===== config.mk =====
export PLATFORM = sky130hd
export DESIGN_NAME = bgc_ctrl
export DESIGN_NICKNAME = d
export VERILOG_FILES = /design/src/design/bgc_pkg.sv /design/src/design/bgc_ctrl.sv
export SDC_FILE = /design/constraint.sdc
export NUM_CORES = 1
export LEC_CHECK = 0
export BUFFER_PORTS_ARGS = -buffer_cell sky130_fd_sc_hd__buf_4
export CORE_AREA = 5 5 42 44
export DETAILED_ROUTE_END_ITERATION = 10
export DIE_AREA = 0 0 47 49
export PLACE_DENSITY_LB_ADDON = 0.05
export REMOVE_ABC_BUFFERS = 1
export SLEW_MARGIN = 20
export SYNTH_ARGS = -nofsm -noshare
export SYNTH_HDL_FRONTEND = slang
export SYNTH_SLANG_ARGS = --single-unit

===== constraint.sdc =====
create_clock -name clk -period 1.6 [get_ports clk]
set_input_delay 0.32 -clock clk [delete_from_list [all_inputs] [get_ports clk]]
set_output_delay 0.32 -clock clk [all_outputs]
set_load 0.05 [all_outputs]

===== src/design/bgc_pkg.sv =====
// Shared constants, state type and controller/datapath interface structs.
package bgc_pkg;

  localparam int DEF_MAX_NODES = 1024;
  localparam int DEF_MAX_EDGES = 4096;

  localparam int VERTEX_W = 10;
  localparam int APB_DATA_W = 32;
  localparam int APB_ADDR_W = 3;
  localparam int REG_IDX_W = 1;

  localparam logic [VERTEX_W-1:0] START_VERTEX_RESET = 10'd1;
  localparam logic [REG_IDX_W-1:0] REG_START_VERTEX = 1'b0;

  typedef enum logic [3:0] {
    ST_CLEAR,
    ST_IDLE,
    ST_LD_WA,
    ST_LD_RDB,
    ST_LD_WB,
    ST_W_START,
    ST_W_TOP,
    ST_W_POP,
    ST_W_ARC,
    ST_W_COL,
    ST_W_PUSH,
    ST_DONE
  } bgc_state_t;

  typedef struct packed {
    logic clear_step;
    logic accept;
    logic ld_wa;
    logic ld_rdb;
    logic ld_wb;
    logic walk_start;
    logic walk_pop;
    logic walk_arc;
    logic walk_push;
    logic walk_load_top;
    logic set_result;
    logic result_val;
    logic out_load;
  } ctrl_cmd_t;

  typedef struct packed {
    logic edge_ok;
    logic last;
    logic start_ok;
    logic arc_end;
    logic depth_one;
    logic stack_full;
    logic seen;
    logic same_colour;
    logic clear_last;
    logic out_busy;
  } ctrl_status_t;

endpackage


===== src/design/bgc_ctrl.sv =====
// Controller state machine: edge loading, depth-first walk and clearing sweep.
module bgc_ctrl (
  input  logic                  clk,
  input  logic                  rst,
  input  logic                  in_valid,
  output logic                  in_ready,
  input  bgc_pkg::ctrl_status_t status,
  output bgc_pkg::ctrl_cmd_t    cmd
);
  import bgc_pkg::*;

  bgc_state_t state;
  bgc_state_t state_next;

  always_ff @(posedge clk) begin
    if (rst) begin
      state <= ST_CLEAR;
    end else begin
      state <= state_next;
    end
  end

  always_comb begin
    state_next = state;
    cmd = '0;
    in_ready = 1'b0;
    case (state)
      ST_CLEAR: begin
        cmd.clear_step = 1'b1;
        if (status.clear_last) begin
          state_next = ST_IDLE;
        end
      end
      ST_IDLE: begin
        in_ready = 1'b1;
        if (in_valid) begin
          cmd.accept = 1'b1;
          if (status.edge_ok) begin
            state_next = ST_LD_WA;
          end else if (status.last) begin
            state_next = ST_W_START;
          end
        end
      end
      ST_LD_WA: begin
        cmd.ld_wa = 1'b1;
        state_next = ST_LD_RDB;
      end
      ST_LD_RDB: begin
        cmd.ld_rdb = 1'b1;
        state_next = ST_LD_WB;
      end
      ST_LD_WB: begin
        cmd.ld_wb = 1'b1;
        state_next = status.last ? ST_W_START : ST_IDLE;
      end
      ST_W_START: begin
        if (status.start_ok) begin
          cmd.walk_start = 1'b1;
          state_next = ST_W_PUSH;
        end else begin
          cmd.set_result = 1'b1;
          cmd.result_val = 1'b1;
          state_next = ST_DONE;
        end
      end
      ST_W_TOP: begin
        if (!status.arc_end) begin
          state_next = ST_W_ARC;
        end else if (status.depth_one) begin
          cmd.set_result = 1'b1;
          cmd.result_val = 1'b1;
          state_next = ST_DONE;
        end else begin
          state_next = ST_W_POP;
        end
      end
      ST_W_POP: begin
        cmd.walk_pop = 1'b1;
        state_next = ST_W_TOP;
      end
      ST_W_ARC: begin
        cmd.walk_arc = 1'b1;
        state_next = ST_W_COL;
      end
      ST_W_COL: begin
        if (!status.seen) begin
          if (status.stack_full) begin
            cmd.set_result = 1'b1;
            state_next = ST_DONE;
          end else begin
            cmd.walk_push = 1'b1;
            state_next = ST_W_PUSH;
          end
        end else if (status.same_colour) begin
          cmd.set_result = 1'b1;
          state_next = ST_DONE;
        end else begin
          state_next = ST_W_TOP;
        end
      end
      ST_W_PUSH: begin
        cmd.walk_load_top = 1'b1;
        state_next = ST_W_TOP;
      end
      ST_DONE: begin
        if (!status.out_busy) begin
          cmd.out_load = 1'b1;
          state_next = ST_CLEAR;
        end
      end
      default: begin
        state_next = ST_CLEAR;
      end
    endcase
  end

endmodule


==> flow_summary_export.csv <==
group,metric,value,unit
logic_synthesis,netlist_instances,76,
global_route,antenna_found_initial,0,
cts,cts-hold-fix-buffers,0,
sta,setup_viol,2,
cts,cts_sinks,4,
cts,path_clk_slew,40,ps
die,initial_utilization,37.4,%
cells_and_area,drive_gt1_share,52.7,%
global_route,grt_pass1_vias,662,
logic_synthesis,synth_top_cell_area_share,15.3,%
global_route,track_usage,15.8,%
setup_path,crit_start,"state[1]",
cells_and_area,syn_to_final_growth,78.0,%
place,place_area,779,um^2
logic_synthesis,ys_ff_latch,4,
sta,tightest_slew,335,ps
logic_synthesis,netlist_area,524,um^2
cts,cts_tree,"done",
sta,relSlewSlack,77.7,%
setup_path,cpPeakStageDelay,370,ps
setup_path,cp_slowest_cell,"dfxtp_4",
setup_path,worstSetupStartpointType,"flop",
logic_synthesis,synth_edf_count,0,
logic_synthesis,synth_largest_area_cell,"dfxtp_1",
logic_synthesis,yosys-top-cells-area,"dfxtp_1 (15%), nand2b_1 (6.0%), nor3_1 (5.7%)",
setup_path,worstSetupPathType,"reg2out",
detailed_routing,drc,0,
detailed_routing,wl_per_cell,14.0,um
run_status,status,"complete, but fails checks",
logic_synthesis,synth-xor-area-share,0,%
logic_synthesis,ys_top_cells_by_count,"nor2_1 (7), nor3_1 (6), nand2_1 (5), nand2b_1 (5)",
setup_path,crit_family,"flip-flops",
detailed_routing,drt_iter0_markers,6,
logic_synthesis,synth_compound_area_share,26.5,%
hold_path,hp-class,"in2reg",
global_route,grt_pass1_wl,2700,um
global_route,gr-total-overflow,0,
setup_path,cp_max_fo,8,
detailed_routing,drt_pass1_iterations,4,
logic_synthesis,yosysMostFrequentCell,"nor2_1",
detailed_routing,routed_wl,1770,um
detailed_routing,via_count,686,
place,routabilityCongestion,0.908,
sta,finalHoldViolCount,0,
cts,cts_buffer_depth,2,
cells_and_area,stdcell_count,126,
place,hpwl,1280,um
logic_synthesis,synth_area_per_cell,6.90,um^2
die,ios,27,
sta,grt_setup_unrepaired,"true",
sta,fin_skew,6.42,ps
sta,slew_violations,0,
place,portBuffers,26,
hold_path,min_from,"rst",
power_and_ir_drop,power_leakage,0.422,nW
cts,htree_num_levels,1,
cells_and_area,regMostFlops,"state",
cts,cts_root_buf,"clkbuf_4",
logic_synthesis,async_flop_share,0,%
sta,fin_crit_sh,101,%
detailed_routing,viasPerCell,5.44,
setup_path,worstPathRequired,1280,ps
power_and_ir_drop,power_density,957,nW/um^2
sta,max_freq,618,MHz
die,die_w,47,um
logic_synthesis,yosysWarningCount,0,
logic_synthesis,synthFlopType,"dfxtp_1",
sta,fin_ws,-17.1,ps
logic_synthesis,yosys.area_share.simple,44.2,%
cts,cts_buffers,3,
cells_and_area,final_util,66.6,%
logic_synthesis,muxShareOfSynthArea,5.97,%
sta,period_needed,1620,ps
logic_synthesis,synth_fa_ha_area_share,0,%
cells_and_area,largest_reg_flops,4,
setup_path,critPathBufInv,1,
run_status,failed_checks,"negative setup slack",
detailed_routing,ant_nets,0,
power_and_ir_drop,vdd_drop_max,0.535,mV
run,drv_cap,0,
place,dp_worst_setup_slack,62.5,ps
cells_and_area,diodes,0,
setup_path,endpoint_kind,"primary output",
cells_and_area,final_nets,125,
die,design.core.area,1400,um^2
global_route,grt_start_max_net_pins,11,
die,die_area,2300,um^2
cts,clk_latency,230,ps
die,rows,14,
logic_synthesis,synth.distinct_cells,41,
setup_path,crit_chain,"or2_4 > o31ai_1 > buf_4",
cells_and_area,fin_area,933,um^2
place,dp_cells,121,
logic_synthesis,synth_top_family_by_area,"simple AND/OR/NAND/NOR gates",
setup_path,r2r_start,"state[1]",
die,die_y,49,um
setup_path,worstPathArrival,1300,ps
logic_synthesis,ys_seq_area_share,15.3,%
cells_and_area,reg.largest.list,"state x4",
[layout by cell type (no fill, tap or decap), types with 2 or more instances in the layout]
cell type | synthesis | final
clkbuf_4 | 0 | 3
nor3_1 | 6 | 4
nor2_1 | 7 | 6
dfxtp_2 | 0 | 2
nor3_2 | 0 | 2
nand2b_1 | 5 | 4
dfxtp_4 | 0 | 2
inv_1 | 4 | 4
o21bai_1 | 2 | 2
buf_6 | 0 | 10
nand2_1 | 5 | 4
mux2i_1 | 2 | 2
nor2b_1 | 3 | 2
buf_4 | 0 | 27
[layout make-up]
class / instances / area [um^2]
Tap cell: 16 / 20.0
Timing Repair Buffer: 37 / 315
Clock buffer: 3 / 22.5
Fill cell: 133 / 468
Multi-Input combinational cell: 62 / 470
Sequential cell: 4 / 90.1
Inverter: 4 / 15.0
[logic make-up after synthesis]
logic type / Yosys count
buffers and inverters: 10
AO/OA/AOI/OAI: 19
multiplexers: 3
flip-flops: 4
AND/OR/NAND/NOR: 40
[where the power goes]
group	switching [mW]	internal, mW	total [mW]
clock	0.0381	0.0836	0.122
combinational	0.337	0.277	0.614
sequential	0.0350	0.123	0.158
total	0.410	0.484	0.894
[per-layer routing]
| metal | GRT usage, % | share of wire [%] | up-vias |
|---|---|---|---|
| li1 | - | - | 345 |
| met1 | 18.8 | 44 | 322 |
| met2 | 25.3 | 52 | 17 |
| met3 | 2.21 | 3.5 | 2 |
| met4 | 9.22 | 1.1 | 0 |
| met5 | 0 | 0 | - |
[worst paths after layout]
kind	cells after the start	slack, ps	endpoint
setup / recovery	3	-20	cmd[2]
setup reg to reg	6	110	state[2]
hold / removal	2	260	state[0]
hold reg to reg	3	740	state[3]
[metrics by stage]
stage	power [mW]	setup TNS [ps]	hold WS [ps]
global placement	0.679	0	514
floorplan	0.489	-8530	382
CTS	0.871	-53.3	260
global route	0.955	-295	264
finish	0.894	-22.4	262
detailed placement	0.678	0	515
[timing repair]
item                                    CTS  global route
resized for setup                        16            15
pin swaps                                 3             1
endpoints found under the hold margin     0             0
endpoints found under the setup margin   12            11
buffers inserted                          2             0
(Power assumes the default switching activity.)
